--- config.mk ---
export PLATFORM = sky130hd
export DESIGN_NAME = rfa_engine
export DESIGN_NICKNAME = d
export VERILOG_FILES = /design/src/design/rfa_pkg.sv /design/src/design/rfa_engine.sv
export SDC_FILE = /design/constraint.sdc
export NUM_CORES = 1
export LEC_CHECK = 0
export BUFFER_PORTS_ARGS = -buffer_cell sky130_fd_sc_hd__buf_2
export CAP_MARGIN = 10
export CELL_PAD_IN_SITES_DETAIL_PLACEMENT = 1
export CELL_PAD_IN_SITES_GLOBAL_PLACEMENT = 2
export CORE_ASPECT_RATIO = 1.5
export CORE_UTILIZATION = 33
export DETAILED_ROUTE_END_ITERATION = 12
export PLACE_DENSITY = 0.85
export REMOVE_ABC_BUFFERS = 1
export SYNTH_ARGS = -nofsm -noshare
export SYNTH_HDL_FRONTEND = slang
export SYNTH_SLANG_ARGS = --single-unit
--- constraint.sdc ---
create_clock -name clk -period 5.5 [get_ports clk]
set_clock_uncertainty 0.05 [all_clocks]
set_input_delay 0.275 -clock clk [delete_from_list [all_inputs] [get_ports clk]]
set_output_delay 0.275 -clock clk [all_outputs]
set_load 0.02 [all_outputs]
--- src/design/rfa_pkg.sv ---
// Shared types and constants for the reference-counted frame allocator.
package rfa_pkg;

	localparam int ADDR_W         = 48;
	localparam int COUNT_W        = 8;
	localparam int FRAME_SHIFT    = 12;
	localparam int NUM_FRAMES_DEF = 4096;

	typedef enum logic [1:0] {
		OP_ALLOC  = 2'd0,
		OP_FREE   = 2'd1,
		OP_RESCAN = 2'd2,
		OP_QUERY  = 2'd3
	} op_t;

	typedef enum logic [1:0] {
		ST_OK    = 2'd0,
		ST_RANGE = 2'd1,
		ST_FULL  = 2'd2,
		ST_UNDER = 2'd3
	} status_t;

	typedef enum logic [2:0] {
		S_CLEAR,
		S_IDLE,
		S_DECODE,
		S_UPDATE,
		S_SCAN,
		S_DONE
	} state_t;

	typedef struct packed {
		op_t               op;
		logic [ADDR_W-1:0] frame_addr;
	} in_item_t;

	typedef struct packed {
		logic [ADDR_W-1:0]  result_addr;
		logic [COUNT_W-1:0] ref_count;
		status_t            status;
	} out_item_t;

endpackage

--- src/design/rfa_engine.sv ---
// Sequencer with the shared address adder and count step unit.
module rfa_engine #(
	parameter int NUM_FRAMES = rfa_pkg::NUM_FRAMES_DEF
) (
	input  logic                              clk,
	input  logic                              arst_n,
	input  logic                              start,
	input  rfa_pkg::in_item_t                 item,
	input  logic [rfa_pkg::ADDR_W-1:0]        frame_base,
	output logic                              idle,
	output logic                              mem_we,
	output logic [$clog2(NUM_FRAMES)-1:0]     mem_waddr,
	output logic [rfa_pkg::COUNT_W-1:0]       mem_wdata,
	output logic [$clog2(NUM_FRAMES)-1:0]     mem_raddr,
	input  logic [rfa_pkg::COUNT_W-1:0]       mem_rdata,
	output logic                              res_valid,
	input  logic                              res_ready,
	output rfa_pkg::out_item_t                res
);

	localparam int IDX_W  = $clog2(NUM_FRAMES);
	localparam int PTR_W  = $clog2(NUM_FRAMES + 1);
	localparam int AW     = rfa_pkg::ADDR_W;
	localparam int CW     = rfa_pkg::COUNT_W;
	localparam int SH     = rfa_pkg::FRAME_SHIFT;
	localparam int HI_W   = AW - SH;
	localparam logic [PTR_W-1:0] FULL_PTR = PTR_W'(NUM_FRAMES);
	localparam logic [IDX_W-1:0] LAST_IDX = IDX_W'(NUM_FRAMES - 1);

	rfa_pkg::state_t  state_q, state_d;
	rfa_pkg::op_t     op_q, op_d;
	logic [AW-1:0]    faddr_q, faddr_d;
	logic [AW-1:0]    sum_q, sum_d;
	logic [PTR_W-1:0] nf_q, nf_d;
	logic [PTR_W-1:0] hw_q, hw_d;
	logic [PTR_W-1:0] chk_q, chk_d;
	logic [PTR_W-1:0] end_q, end_d;
	logic [IDX_W-1:0] idx_q, idx_d;
	logic [IDX_W-1:0] clr_q, clr_d;
	rfa_pkg::out_item_t res_q, res_d;

	// Shared 48-bit adder: frame address on alloc, base offset otherwise.
	logic          is_alloc;
	logic [AW-1:0] add_a, add_b, sum;
	logic          in_range;

	assign is_alloc = (op_q == rfa_pkg::OP_ALLOC);
	assign add_a    = is_alloc ? frame_base : faddr_q;
	assign add_b    = is_alloc ? {{(AW-PTR_W-SH){1'b0}}, nf_q, {SH{1'b0}}} : ~frame_base;
	assign sum      = add_a + add_b + {{(AW-1){1'b0}}, ~is_alloc};
	assign in_range = (sum[AW-1:SH] < HI_W'(NUM_FRAMES));

	// Shared count step: increment by one that saturates at the maximum, or decrement by one.
	logic          is_dec;
	logic [CW-1:0] stepped, new_cnt;
	logic          cnt_zero;

	assign is_dec   = (op_q == rfa_pkg::OP_FREE);
	assign stepped  = mem_rdata + (is_dec ? {CW{1'b1}} : {{(CW-1){1'b0}}, 1'b1});
	assign new_cnt  = (!is_dec && (mem_rdata == {CW{1'b1}})) ? mem_rdata : stepped;
	assign cnt_zero = (mem_rdata == '0);

	// Rescan window end, exclusive: min(high_water + 1, NUM_FRAMES - 1) + 1.
	logic [PTR_W:0] lim;
	logic [PTR_W:0] rescan_end;

	assign lim        = {1'b0, hw_q} + {{PTR_W{1'b0}}, 1'b1};
	assign rescan_end = (lim > (PTR_W+1)'(NUM_FRAMES - 1)) ?
	                    (PTR_W+1)'(NUM_FRAMES) : lim + {{PTR_W{1'b0}}, 1'b1};

	always_comb begin
		state_d   = state_q;
		op_d      = op_q;
		faddr_d   = faddr_q;
		sum_d     = sum_q;
		nf_d      = nf_q;
		hw_d      = hw_q;
		chk_d     = chk_q;
		end_d     = end_q;
		idx_d     = idx_q;
		clr_d     = clr_q;
		res_d     = res_q;
		mem_we    = 1'b0;
		mem_waddr = idx_q;
		mem_wdata = new_cnt;
		mem_raddr = idx_q;
		res_valid = 1'b0;

		case (state_q)
			rfa_pkg::S_CLEAR: begin
				mem_we    = 1'b1;
				mem_waddr = clr_q;
				mem_wdata = '0;
				clr_d     = clr_q + 1'b1;
				if (clr_q == LAST_IDX) begin
					state_d = rfa_pkg::S_IDLE;
				end
			end
			rfa_pkg::S_IDLE: begin
				if (start) begin
					op_d    = item.op;
					faddr_d = item.frame_addr;
					state_d = rfa_pkg::S_DECODE;
				end
			end
			rfa_pkg::S_DECODE: begin
				res_d = '{result_addr: '0, ref_count: '0, status: rfa_pkg::ST_OK};
				case (op_q)
					rfa_pkg::OP_ALLOC: begin
						if (nf_q == FULL_PTR) begin
							res_d.status = rfa_pkg::ST_FULL;
							state_d      = rfa_pkg::S_DONE;
						end else begin
							idx_d     = nf_q[IDX_W-1:0];
							mem_raddr = nf_q[IDX_W-1:0];
							sum_d     = sum;
							state_d   = rfa_pkg::S_UPDATE;
						end
					end
					rfa_pkg::OP_RESCAN: begin
						mem_raddr = '0;
						chk_d     = '0;
						end_d     = rescan_end[PTR_W-1:0];
						state_d   = rfa_pkg::S_SCAN;
					end
					default: begin
						if (!in_range) begin
							res_d.status = rfa_pkg::ST_RANGE;
							state_d      = rfa_pkg::S_DONE;
						end else begin
							idx_d     = sum[SH +: IDX_W];
							mem_raddr = sum[SH +: IDX_W];
							state_d   = rfa_pkg::S_UPDATE;
						end
					end
				endcase
			end
			rfa_pkg::S_UPDATE: begin
				case (op_q)
					rfa_pkg::OP_ALLOC: begin
						mem_we    = 1'b1;
						res_d     = '{result_addr: sum_q, ref_count: new_cnt,
						              status: rfa_pkg::ST_OK};
						// start the walk just past the frame handed out
						mem_raddr = idx_q + 1'b1;
						chk_d     = {{(PTR_W-IDX_W){1'b0}}, idx_q} + 1'b1;
						end_d     = FULL_PTR;
						state_d   = rfa_pkg::S_SCAN;
					end
					rfa_pkg::OP_FREE: begin
						if (cnt_zero) begin
							res_d.status = rfa_pkg::ST_UNDER;
						end else begin
							mem_we          = 1'b1;
							res_d.ref_count = new_cnt;
						end
						state_d = rfa_pkg::S_DONE;
					end
					default: begin
						res_d.ref_count = mem_rdata;
						state_d         = rfa_pkg::S_DONE;
					end
				endcase
			end
			rfa_pkg::S_SCAN: begin
				// read ahead one entry while checking the current one
				mem_raddr = chk_q[IDX_W-1:0] + 1'b1;
				chk_d     = chk_q + 1'b1;
				if (chk_q == end_q) begin
					nf_d = FULL_PTR;
					if (is_alloc) begin
						hw_d = FULL_PTR;
					end else begin
						res_d.status = rfa_pkg::ST_FULL;
					end
					state_d = rfa_pkg::S_DONE;
				end else if (cnt_zero) begin
					nf_d = chk_q;
					if (is_alloc && (chk_q > hw_q)) begin
						hw_d = chk_q;
					end
					state_d = rfa_pkg::S_DONE;
				end
			end
			rfa_pkg::S_DONE: begin
				res_valid = 1'b1;
				if (res_ready) begin
					state_d = rfa_pkg::S_IDLE;
				end
			end
			default: begin
				state_d = rfa_pkg::S_IDLE;
			end
		endcase
	end

	always_ff @(posedge clk or negedge arst_n) begin
		if (!arst_n) begin
			state_q <= rfa_pkg::S_CLEAR;
			nf_q    <= '0;
			hw_q    <= '0;
			clr_q   <= '0;
		end else begin
			state_q <= state_d;
			nf_q    <= nf_d;
			hw_q    <= hw_d;
			clr_q   <= clr_d;
		end
	end

	always_ff @(posedge clk) begin
		op_q    <= op_d;
		faddr_q <= faddr_d;
		sum_q   <= sum_d;
		chk_q   <= chk_d;
		end_q   <= end_d;
		idx_q   <= idx_d;
		res_q   <= res_d;
	end

	assign idle = (state_q == rfa_pkg::S_IDLE);
	assign res  = res_q;

endmodule

# --- After elaboration in Yosys (flattened, before gate mapping) ---
# Index checks and enable logic that the tools add are counted.
word_totals:
  wordCells: 124
  in_bits: 110
  register_bits: 235
  out_inout_bits: 93
classes:
  order_cmp: 3
  muxes: 50
  reduce_logical: 21
  eq_ne: 23
  n_bitwise: 4
  n_addsub: 10
op_table:
  columns: ["cell", "count"]
  rows:
  - ["2-to-1 mux 48 bit", 3]
  - ["2-to-1 mux 13 bit", 10]
  - ["one-hot mux 56 bit (2 select lines)", 1]
  - ["adder 48 x 1 -> 48 bit", 1]
  - ["adder 48 bit", 1]
  - ["2-to-1 mux 12 bit", 4]
  - ["inverter 48 bit", 1]
  - ["one-hot mux 12 bit (2 select lines)", 2]
  - ["one-hot mux 13 bit (3 select lines)", 1]
  - ["adder 12 x 1 -> 12 bit, second input constant", 3]
  - ["less-than comparator 36 x 13 -> 1 bit, second input constant", 1]
  - ["one-hot mux 12 bit (3 select lines)", 1]
  - ["2-to-1 mux 8 bit", 4]
  - ["adder 13 x 1 -> 13 bit, second input constant", 2]
  - ["one-hot mux 13 bit (2 select lines)", 1]
  - ["2-to-1 mux 3 bit", 7]
  - ["one-hot mux 3 bit (6 select lines)", 1]
  - ["one-hot mux 8 bit (2 select lines)", 1]
  - ["adder 13 x 1 -> 14 bit, second input constant", 1]
  - ["greater-than comparator 14 x 12 -> 1 bit, second input constant", 1]
  - ["inequality test 2 bit, second input constant", 7]
  - ["adder 12 x 1 -> 13 bit, second input constant", 1]
  - ["equality test 13 bit", 1]
  - ["equality test 13 bit, second input constant", 1]
  - ["29 further kinds", 54]

# --- Longest topological paths before layout ---
# Gate-level depths: netlist of the first run.
depth:
  depth_word: 8
  ltp_mapped: 22
  mapped_depth_nobuf: 17

# --- Least setup slack after synthesis of the first run ---
# OpenSTA, ideal clock, no wires.
synth_timing:
  path_type: "reg-to-output"
  from: "register op_q[0]"
  to: "output port mem_raddr[5]"
  t_arrival_ps: 5978
  stages_incl_launch_ff: 23
  required_time_ps: 5175
  path_buffers: 6
  path_slack_ps: -803
  cell_sequence: "edfxtp_1 -> clkbuf_1 -> nor2_1 -> clkinv_1 -> clkbuf_1 -> clkbuf_1 -> clkbuf_1 -> nand2_1 -> nand2_1 -> ha_1 -> buf_6 -> a21oi_4 -> o21ai_2 -> a221oi_4 -> a21oi_2 -> or4_4 -> a222oi_1 -> or4b_4 -> nor4_4 -> nand2_2 -> clkbuf_1 -> mux2i_1 -> o41ai_1"
synth_between:
  elab_chain_len: 8
  elab_cells_between_ends: 12
  classes_between: "add/sub (2); order compare (1); eq/ne (1); mux (6); bitwise (1); reduce/logical (1)"
synth_rtl:
  columns: ["item", "line", "rtl"]
  rows:
  - ["from (decl)", "rfa_engine.sv:31", "rfa_pkg::op_t op_q, op_d;"]
  - ["from (signal assigned)", "rfa_engine.sv:212", "op_q <= op_d;"]
  - ["zero test 2 bit", "rfa_engine.sv:47, rfa_engine.sv:108, rfa_engine.sv:139", null]
  - ["2-to-1 mux 48 bit, on equally long branches", "rfa_engine.sv:48, rfa_engine.sv:49", null]
  - ["adder 48 bit", "rfa_engine.sv:50", "assign sum = add_a + add_b + {{(AW-1){1'b0}}, ~is_alloc};"]
  - ["adder 48 x 1 -> 48 bit", "rfa_engine.sv:50", null]
  - ["less-than comparator 36 x 13 -> 1 bit", "rfa_engine.sv:51", "assign in_range = (sum[AW-1:SH] < HI_W'(NUM_FRAMES));"]
  - ["2-to-1 mux 12 bit", "rfa_engine.sv:127", "if (!in_range) begin"]
  - ["one-hot mux 12 bit (2 select lines)", "rfa_engine.sv:108", "case (op_q)"]
  - ["one-hot mux 12 bit (3 select lines) *", "rfa_engine.sv:89", "case (state_q)"]
  - ["to (decl)", "rfa_engine.sv:14", "output logic [$clog2(NUM_FRAMES)-1:0] mem_raddr,"]
# Every way passes the cells marked *; elsewhere a longest branch is shown, timed or not.

# --- Worst setup path after layout of the first run ---
layout_timing:
  from: "register op_q[1]"
  to: "output port mem_raddr[9]"
layout_between:
  elab_chain_len: 8
  elab_cells_between_ends: 12
  classes_between: "add/sub (2); order compare (1); eq/ne (1); mux (6); bitwise (1); reduce/logical (1)"
layout_rtl:
  columns: ["item", "line", "rtl"]
  rows:
  - ["zero test 2 bit *", "rfa_engine.sv:47", "assign is_alloc = (op_q == rfa_pkg::OP_ALLOC);"]
  - ["2-to-1 mux 48 bit, on equally long branches", "rfa_engine.sv:48, rfa_engine.sv:49", null]
  - ["adder 48 bit", "rfa_engine.sv:50", null]
  - ["adder 48 x 1 -> 48 bit *", "rfa_engine.sv:50", null]
  - ["named net sum[34]", "rfa_engine.sv:44", "logic [AW-1:0] add_a, add_b, sum;"]
  - ["less-than comparator 36 x 13 -> 1 bit *", "rfa_engine.sv:51", null]
  - ["2-to-1 mux 12 bit *", "rfa_engine.sv:127", null]
  - ["one-hot mux 12 bit (2 select lines) *", "rfa_engine.sv:108", null]
  - ["one-hot mux 12 bit (3 select lines) *", "rfa_engine.sv:89", null]
# Mark *: on every way through the listed nets, which the timed path passes. The rest lies on a longest branch.

==> flow_summary.ini, run 1 <==
[run_status]
status = finished with violations
violations = negative setup slack

[hold_path]
min_path_type = in2reg
hold-path-cell-count = 3

[clocking]
clk_latency_ps = 580
cts_buffer_depth = 3
cts_inserted_buffers = 27
cts_tree = done
htreeDepth = 1
clk_pin_slew_ps = 60
cts-root-buf = clkbuf_16
cts.sinks = 235

[synth]
synth_area_mm2 = 0.0158
ys_types = 86
synth.most_common_cell = nand2_1
synthTopCellsByCount = 274 x nand2_1, 194 x edfxtp_1, 183 x nor2_1
ys_async_sr_fraction = 0.174
syn-instance-count = 1727
synth_ff_type = edfxtp_1
ys_ff_latch = 235
synth_area_leaders = edfxtp_1 37%, nand2_1 6.5%, dfrtp_1 6.5%
syn_area_per_cell_um2 = 9.15
synth_top_cell_area_share = 0.369
ys_warn_count = 0
yosysTopAreaCell = edfxtp_1
ys_seq_area_frac = 0.434
synth-edff-count = 194

[setup_path]
worst_ep_arrival_time_ps = 5480
critical_path_class = reg2out
cp.required_ps = 5180
reg2reg_depth = 19
worst_setup_path_start_kind = flip-flop
critical_path.max_fanout = 15
cp-end-kind = output port

[global_route]
gr-total-overflow = 0
grt_pass1_wl_um = 92200
grt_max_degree = 72
grt_pass1_vias = 15970
track_usage = 0.242
antenna_found_initial = 0

[place]
place_congestion = 0.930
numPortBuffers = 202
preCtsSetupSlack_ps = -272
hpwlAfterDp_um = 45100

[routing]
num_vias = 14781
drt-pass1-iter-count = 7
viasPerCell = 5.47
ant_nets = 0
wl_per_cell_um = 22.0
drc = 0
postRouteWirelength_um = 59600
drt_iter0_drc = 663

[sta]
fmax_ghz = 0.172
fin_ws_ps = -305
min_period_ps = 5810
tightestPinTransition_ps = 1180
hold_slack_ps = 37.8
fin_crit_sh = 1.06
relSlewSlack = 0.207
setup_viol = 12
final_hold_viol_count = 0
finalMaxSlewViolations = 0
grt_setup_unrepaired = yes

[cells_and_area]
multiInputGateArea_mm2 = 0.00909
diodes = 0
drive_gt1_frac = 0.279
nNetsFinal = 2271
fillers = 5316
fin_util = 0.446
seqCellArea_mm2 = 0.00685
area_growth_pct = 32.5

[power]
p_total_mw = 9.60
power_density_mw_per_mm2 = 459
irDropWorstVdd_v = 0.000258
p_leak_nw = 8.52

[flow_run]
cap_viol_max_count = 0

[floorplan]
die_height_um = 270
core_mm2 = 0.0470
pin_count = 203
start_util = 0.336
row_count = 97
fp.dieArea_mm2 = 0.0488
die_x_um = 181
## flip-flops by register name (all words and copies together) (netlist names)
name,cells
state_q,3
clr_q,12
op_q,2
chk_q,13
res,58
hw_q,13
idx_q,12
sum_q,48
faddr_q,48
nf_q,13
end_q,13
## area by class of cell
type,count,share of cell area
Timing Repair Buffer,441,0.155
Multi-Input combinational cell,1349,0.434
Clock buffer,32,0.0332
Inverter,33,0.00616
Tap cell,594,0.0355
Sequential cell,235,0.327
Clock inverter,18,0.00879
## stage by stage
step	instance area, um^2	TNS [ps]	cells
after CTS	20800	-2910	2694
after floorplan	15300	-747490	1617
after global placement	18300	-543	2565
after detailed placement	18300	-1990	2565
final	20900	-2990	2702
after global routing	20900	-4900	2702
## kinds of logic (layout without fill, tap and decap cells)
group | count (synthesis) | in the layout | synth area share
AOI/OAI and AO/OA | 405 | 405 | 0.172
xor gates and xnor gates | 111 | 111 | 0.0615
adders and majority gates | 74 | 74 | 0.0600
buffers and inverters | 143 | 524 | 0.0371
DFF | 235 | 235 | 0.434
muxes | 23 | 23 | 0.0158
and+or+nand+nor | 736 | 736 | 0.220
## placed cells by master (no fill, tap or decap), types with 42 or more instances in the layout
cell	n
nand2_1	263
edfxtp_1	194
buf_2	192
nor2_1	178
buf_4	169
a21oi_1	95
xnor2_1	68
and3_1	65
o21ai_0	60
dlygate4sd3_1	52
nand3_1	50
ha_1	48
xor2_1	42
## path summary, 6_finish.rpt
path / from / to / slack [ps]
setup reg to reg: op_q[1] / idx_q[5] / 350
hold / removal: mem_rdata[6] / res[8] / 40
hold reg to reg: clr_q[11] / clr_q[11] / 440
setup / recovery: op_q[1] / mem_raddr[9] / -310
max in group asynchronous: arst_n / state_q[0] / 4330
min in group asynchronous: arst_n / clr_q[6] / 370
## worst max-delay path, cell delays in order (launching register included)
cell	delay [ps]
edfxtp_1	430
nor2_4	240
inv_6	120
buf_16	180
nor2_2	90
a21oi_1	50
ha_2	390
nand4_1	170
or4_4	520
a21o_1	210
a21oi_4	250
o2111ai_1	150
nor3b_2	190
or4b_4	540
nor4_4	290
nand2_2	150
buf_4	190
mux2_2	270
a41o_1	280
buf_2	170
## routing by layer
metal  global-route usage  wire length (um)  vias up
li1                     -                 -     7004
met3               0.0245              1630      130
met5                    0                 0        -
met1                0.260             22600     7321
met4                0.118              2940        0
met2                0.467             32400      326
## where the power goes
group,switching [mW],internal [mW],total [mW]
Clock,0.779,1.05,1.83
Combinational,3.06,2.02,5.08
Sequential,0.303,2.40,2.70
## timing repair
item	CTS	global route
gates resized for setup	159	25
gates cloned	6	0
endpoints found under the setup margin	15	12
setup buffers	21	8
endpoints found under the hold margin	92	0
pin swaps	25	7
hold buffers	52	0
Note: power is estimated with default switching activity, not from simulation.
==> inputs of run 2 (changes only) <==
==> constraint.sdc (replaced) <==
create_clock -name clk -period 5.5 [get_ports clk]
set_clock_uncertainty 0.05 [all_clocks]
set_input_delay 0.55 -clock clk [delete_from_list [all_inputs] [get_ports clk]]
set_output_delay 0.55 -clock clk [all_outputs]
set_load 0.02 [all_outputs]
==> run 2 against run 1 <==
  * The flow still finishes with violations (negative setup slack)
  * Critical path depth increased by 5
  * Global-route usage fell by 0.14 points
  * Final area up 1.1%
  * Sequential share of layout area is 0.35 points lower
  * Via count is 3.0% higher
  * Setup slack got worse by 440 ps
  * Utilization is 0.48 points higher
  * Count of clock-buffer cells in the layout did not move
  * Cell count is 2.1% higher
  * Non-clock buffer count up 59
==> flow_summary.ini, run 2 (synthesis results as in run 1) <==
[setup_path]
cp_cell_sequence = nor2_4 > buf_12 > buf_8 > and2_1 > o21bai_2 > ha_4 > buf_4 > nand4_1 > or3_1 > a211o_1 > buf_4 > buf_4 > a21oi_4 > o31ai_2 > a21oi_2 > buf_4 > nand4b_1 > nor4_4 > buf_4 > nand2_4 > buf_4 > o31a_1 > o32a_1 > buf_6
worst_ep_arrival_time_ps = 5640
crit_buf_inv = 9
slowest_delay_ps = 410
cp.required_ps = 4900
critical_path_class = reg2out
worst_setup_path_start_kind = flip-flop
path_common_cell = buf_4
critical_path.top_delay_family = compound AO/OA/AOI/OAI gates
cp-end-kind = output port
crit_slowest_cell = edfxtp_1
critical_path.max_fanout = 6
r2r_slack_ps = 280

[clocking]
cts_inserted_buffers = 26
htreeDepth = 1
clk_latency_ps = 570
cts_tree = done
cts-root-buf = clkbuf_16
cts.sinks = 235
cts_buffer_depth = 3
clk_pin_slew_ps = 70

[place]
hpwlAfterDp_um = 46400
placed_cell_area_mm2 = 0.0192
place_congestion = 0.906
numPortBuffers = 202

[sta]
grt_setup_unrepaired = yes
finalMaxSlewViolations = 0
fmax_ghz = 0.160
hold_slack_ps = 105
tightestPinTransition_ps = 1090
fin_crit_sh = 1.14
fin_ws_ps = -743
relSlewSlack = 0.272
min_period_ps = 6240
final_hold_viol_count = 0
setup_viol = 12

[power]
switching_share = 0.429
p_int_mw = 5.63
power_frac_seq = 0.272
irDropWorstVdd_v = 0.000280
comb_power_share = 0.542
p_leak_nw = 8.82
p_total_mw = 9.86
power_density_mw_per_mm2 = 466
power_frac_clock = 0.186
p_switching_mw = 4.23

[floorplan]
pin_count = 203
die_height_um = 270
core_mm2 = 0.0470
fp.dieArea_mm2 = 0.0488
die_x_um = 181
row_count = 97
start_util = 0.336

[routing]
wl_per_cell_um = 22.1
num_vias = 15221
drt_iter0_drc = 889
postRouteWirelength_um = 61100
ant_nets = 0
drt-pass1-iter-count = 5
drc = 0
viasPerCell = 5.51

[run_status]
violations = negative setup slack
status = finished with violations

[global_route]
grt_max_degree = 72
grt_pass1_vias = 16456
grt_pass1_wl_um = 91600
antenna_found_initial = 1
gr-total-overflow = 0
track_usage = 0.241

[cells_and_area]
area_growth_pct = 33.9
fillers = 5403
drive_gt1_frac = 0.319
seqCellArea_mm2 = 0.00685
largest_register_ffs = 58
final_cell_mix = 283 x buf_4, 269 x nand2_1, 194 x edfxtp_1, 190 x buf_2, 178 x nor2_1
fin_area_mm2 = 0.0212
nNetsFinal = 2329
multiInputGateArea_mm2 = 0.00904
final_common_cell = buf_4

[hold_path]
min_path_type = in2reg

[flow_run]
cap_viol_max_count = 0
-- run 2: changes by cell type in the layout (fill, tap and decap cells not counted), sizes merged --
| cell | delta |
|---|---|
| clkbuf | +2 |
| diode | +1 |
| dlygate4sd3 | -52 |
| clkinvlp | +3 |
| bufinv | -1 |
| clkinv | -4 |
| bufbuf | -1 |
| buf | +110 |
-- run 2: final cells by class --
type	count	share of cell area
Antenna cell	1	0.000118
Multi-Input combinational cell	1349	0.427
Sequential cell	235	0.324
Clock inverter	16	0.00775
Clock buffer	32	0.0342
Timing Repair Buffer	500	0.165
Tap cell	594	0.0351
Inverter	33	0.00597
-- run 2: what timing repair did --
| item | 4_1_cts | 5_1_grt |
|---|---|---|
| setup endpoints to repair | 13 | 13 |
| endpoints found under the hold margin | 0 | 0 |
| setup buffers | 5 | 22 |
| pin swaps | 3 | 52 |
| hold buffers | 0 | 0 |
| gates cloned | 1 | 2 |
| resized for setup | 41 | 131 |
-- run 2: final timing paths --
check / start / cells past startpoint / to
worst max-delay path: op_q[1] / 24 / mem_raddr[4]
worst min-delay path: item[27] / 1 / faddr_q[27]
worst max register to register: op_q[1] / 25 / state_q[2]
worst min register to register: clr_q[11] / 1 / clr_q[11]
max in group asynchronous: arst_n / 1 / state_q[0]
min in group asynchronous: arst_n / 1 / clr_q[9]
-- run 2: through the flow --
step                      setup WS, ps  instances   util  setup TNS (ps)
after floorplan                  -6590       1617      -         -750790
after detailed placement          -437       2680  0.409           -3430
after global placement            -239       2680  0.409           -1260
after global routing              -866       2760  0.450           -9020
after CTS                         -815       2734  0.432           -7760
final                             -743       2760  0.450           -7330
-- run 2: power groups by stage --
stage | Sequential, mW | Combinational [mW] | Clock, mW
final | 2.68 | 5.35 | 1.83
after global routing | 2.72 | 5.72 | 1.92
after CTS | 2.69 | 4.94 | 1.87
after detailed placement | 2.72 | 4.81 | 0
after global placement | 2.71 | 4.69 | 0
after floorplan | 2.77 | 2.49 | 0
-- run 2: layer usage --
layer / share of wire / up-vias / GRT usage
li1: - / 7128 / -
met1: 0.38 / 7601 / 0.255
met2: 0.54 / 350 / 0.465
met3: 0.030 / 142 / 0.0218
met4: 0.053 / 0 / 0.128
met5: 0 / - / 0
==> inputs of run 3 (changes only) <==
ABC_AREA = 1   (was unset)
CORE_UTILIZATION = 37   (was 33)
CTS_BUF_LIST = sky130_fd_sc_hd__clkbuf_4 sky130_fd_sc_hd__clkbuf_8 sky130_fd_sc_hd__clkbuf_16   (was unset)
PLACE_DENSITY = 0.95   (was 0.85)
clock period = 7.5 ns   (was 5.5 ns; I/O delays follow)
==> run 3 against run 2 <==
  * The flow now finishes without violations
  * Cell count rose by 10%
  * First-iteration DRC count fell by 5.5%
  * Sequential share of layout area rose by 3.7 points
  * Flip-flop and latch count did not move
  * Largest cell class unchanged
  * Critical path type unchanged
  * Global-route usage rose by 4.5 points
  * Combinational power fell by 96%
==> flow_summary.ini, run 3 <==
[place]
place_congestion = 1.01
preCtsSetupSlack_ps = 1090
placed_cell_area_mm2 = 0.0181
hpwlAfterDp_um = 52400
numPortBuffers = 202

[cells_and_area]
diodes = 0
nNetsFinal = 2636
largest_register_ffs = 58
final_cell_mix = 710 x nand2_1, 378 x inv_1, 258 x nor2_1, 202 x buf_2, 194 x edfxtp_1
final_common_cell = nand2_1
seqCellArea_mm2 = 0.00685
multiInputGateArea_mm2 = 0.00797
area_growth_pct = 15.3
fin_area_mm2 = 0.0190
fillers = 5633
drive_gt1_frac = 0.138

[routing]
wl_per_cell_um = 21.0
drc = 0
drt_iter0_drc = 840
num_vias = 15660
viasPerCell = 5.14
drt-pass1-iter-count = 5
ant_nets = 0
postRouteWirelength_um = 64000

[synth]
synth-edff-count = 194
synth_area_mm2 = 0.0165
ys_async_sr_fraction = 0.174
ys_ff_latch = 235
synth_area_leaders = edfxtp_1 35%, nand2_1 16%, inv_1 8.7%
syn-instance-count = 2260
yosysTopAreaCell = edfxtp_1
synth_ff_type = edfxtp_1
syn_area_per_cell_um2 = 7.29
synth_top_cell_area_share = 0.354
ys_types = 57
synth.most_common_cell = nand2_1
synthTopCellsByCount = 711 x nand2_1, 380 x inv_1, 261 x nor2_1
ys_seq_area_frac = 0.416
ys_warn_count = 0

[clocking]
cts_inserted_buffers = 25
cts.sinks = 235
htreeDepth = 1
cts-root-buf = clkbuf_16
cts_setup_buffers = 0
ctsResizeCount = 0
cts_hold_buf = 0
clk_pin_slew_ps = 70
clk_latency_ps = 560
cts_tree = done
cts_buffer_depth = 3

[power]
power_frac_seq = 0.474
comb_power_share = 0.076
p_switching_uw = 723
power_density_mw_per_mm2 = 156
irDropWorstVdd_v = 0.000166
p_leak_nw = 9.38
p_int_mw = 2.25
switching_share = 0.243
power_frac_clock = 0.451

[sta]
fin_crit_sh = 0.940
setup_viol = 0
min_period_ps = 7050
finalMaxSlewViolations = 0
relSlewSlack = 0.170
fin_ws_ps = 450
final_hold_viol_count = 0
fmax_ghz = 0.142
tightestPinTransition_ps = 1240
grt_setup_unrepaired = no

[hold_path]
min_path_type = in2reg

[setup_path]
critical_path_class = reg2out
worst_ep_arrival_time_ps = 6250
cp.required_ps = 6700
worst_setup_path_start_kind = flip-flop
critical_path.max_fanout = 36
cp-end-kind = output port

[floorplan]
row_count = 94
core_mm2 = 0.0439
pin_count = 203
start_util = 0.376
die_x_um = 174
die_height_um = 260
fp.dieArea_mm2 = 0.0454

[run_status]
status = completed

[global_route]
gr-total-overflow = 0
grt_pass1_wl_um = 97700
antenna_found_initial = 0
track_usage = 0.286
grt_max_degree = 114
grt_pass1_vias = 17206

[flow_run]
cap_viol_max_count = 0
==> run 3: cell count changes after synthesis, moves of 20 or more <==
| cell | change |
|---|---|
| a21o_1 | -24 |
| nand2_1 | +437 |
| nand2_2 | +21 |
| nand3_1 | +41 |
| inv_1 | +348 |
| xnor2_1 | -57 |
| a21oi_1 | -31 |
| and3_1 | -65 |
| o21a_1 | -20 |
| nor2_1 | +78 |
| clkbuf_1 | -59 |
==> run 3: routing by layer <==
| metal | vias up | track usage | routed length, um |
|---|---|---|---|
| met5 | - | 0 | 0 |
| met4 | 0 | 0.216 | 5420 |
| met3 | 206 | 0.0323 | 2430 |
| met2 | 470 | 0.548 | 33800 |
| met1 | 7435 | 0.279 | 22400 |
| li1 | 7549 | - | - |
==> run 3: power groups by stage <==
stage,logic [mW],registers [mW],clock network (mW)
2_1_floorplan,0.122,1.43,0
3_5_place_dp,0.225,1.43,0
3_3_place_gp,0.222,1.43,0
6_report,0.225,1.41,1.34
5_1_grt,0.248,1.41,1.40
4_1_cts,0.226,1.41,1.37
==> run 3: cell type report <==
cell class              count  area share
well taps                 576      0.0380
flip-flops and latches    235       0.361
clock inverters            18      0.0113
inverters                 388      0.0767
clock buffers              28      0.0341
repair buffers            215      0.0594
multi-input cells        1587       0.420
==> run 3: worst paths after layout <==
| path | from | endpoint | slack [ps] | cells after the start |
|---|---|---|---|---|
| max | op_q[0] | mem_raddr[10] | 450 | 24 |
| min | item[21] | faddr_q[21] | 310 | 1 |
| max reg2reg | op_q[0] | idx_q[4] | 1720 | 22 |
| min reg2reg | nf_q[2] | nf_q[2] | 450 | 2 |
| max in group asynchronous | arst_n | clr_q[6] | 6400 | 1 |
| min in group asynchronous | arst_n | nf_q[1] | 340 | 1 |
==> run 3: kinds of logic after synthesis <==
family	Yosys count	share of synthesized area
XOR/XNOR	62	0.0330
AO/OA/AOI/OAI	230	0.0794
buffers and inverters	438	0.102
flip-flops	235	0.416
adder cells (fa/ha/maj)	74	0.0576
AND/OR/NAND/NOR	1221	0.312
==> run 3: through the flow <==
step / std cells / setup TNS [ps] / total power [mW] / utilization / hold slack [ps]
4_1_cts: 3046 / 0 / 3.00 / 0.433 / 284
5_1_grt: 3047 / 0 / 3.06 / 0.433 / 300
3_5_place_dp: 3000 / 0 / 1.66 / 0.413 / 431
6_report: 3047 / 0 / 2.97 / 0.433 / 311
2_1_floorplan: 2210 / -13220 / 1.56 / - / 403
3_3_place_gp: 2999 / 0 / 1.66 / 0.413 / 420
==> run 3: worst max-delay path, cell delays in order, from the launching register on <==
cell	delay, ps
edfxtp_1	830
nor2_4	80
inv_2	690
buf_4	360
nand2_1	80
nand2_1	70
ha_1	290
nand2_1	130
nor2_1	340
inv_1	130
o21ai_1	260
inv_1	80
nand2_1	110
nand2_1	190
nand4_1	130
nand2_1	90
nor2_1	120
nand2_1	130
nor2_4	350
nand3_2	480
nand2_1	220
nand3_1	100
nand2_1	100
nand3_1	80
buf_2	180
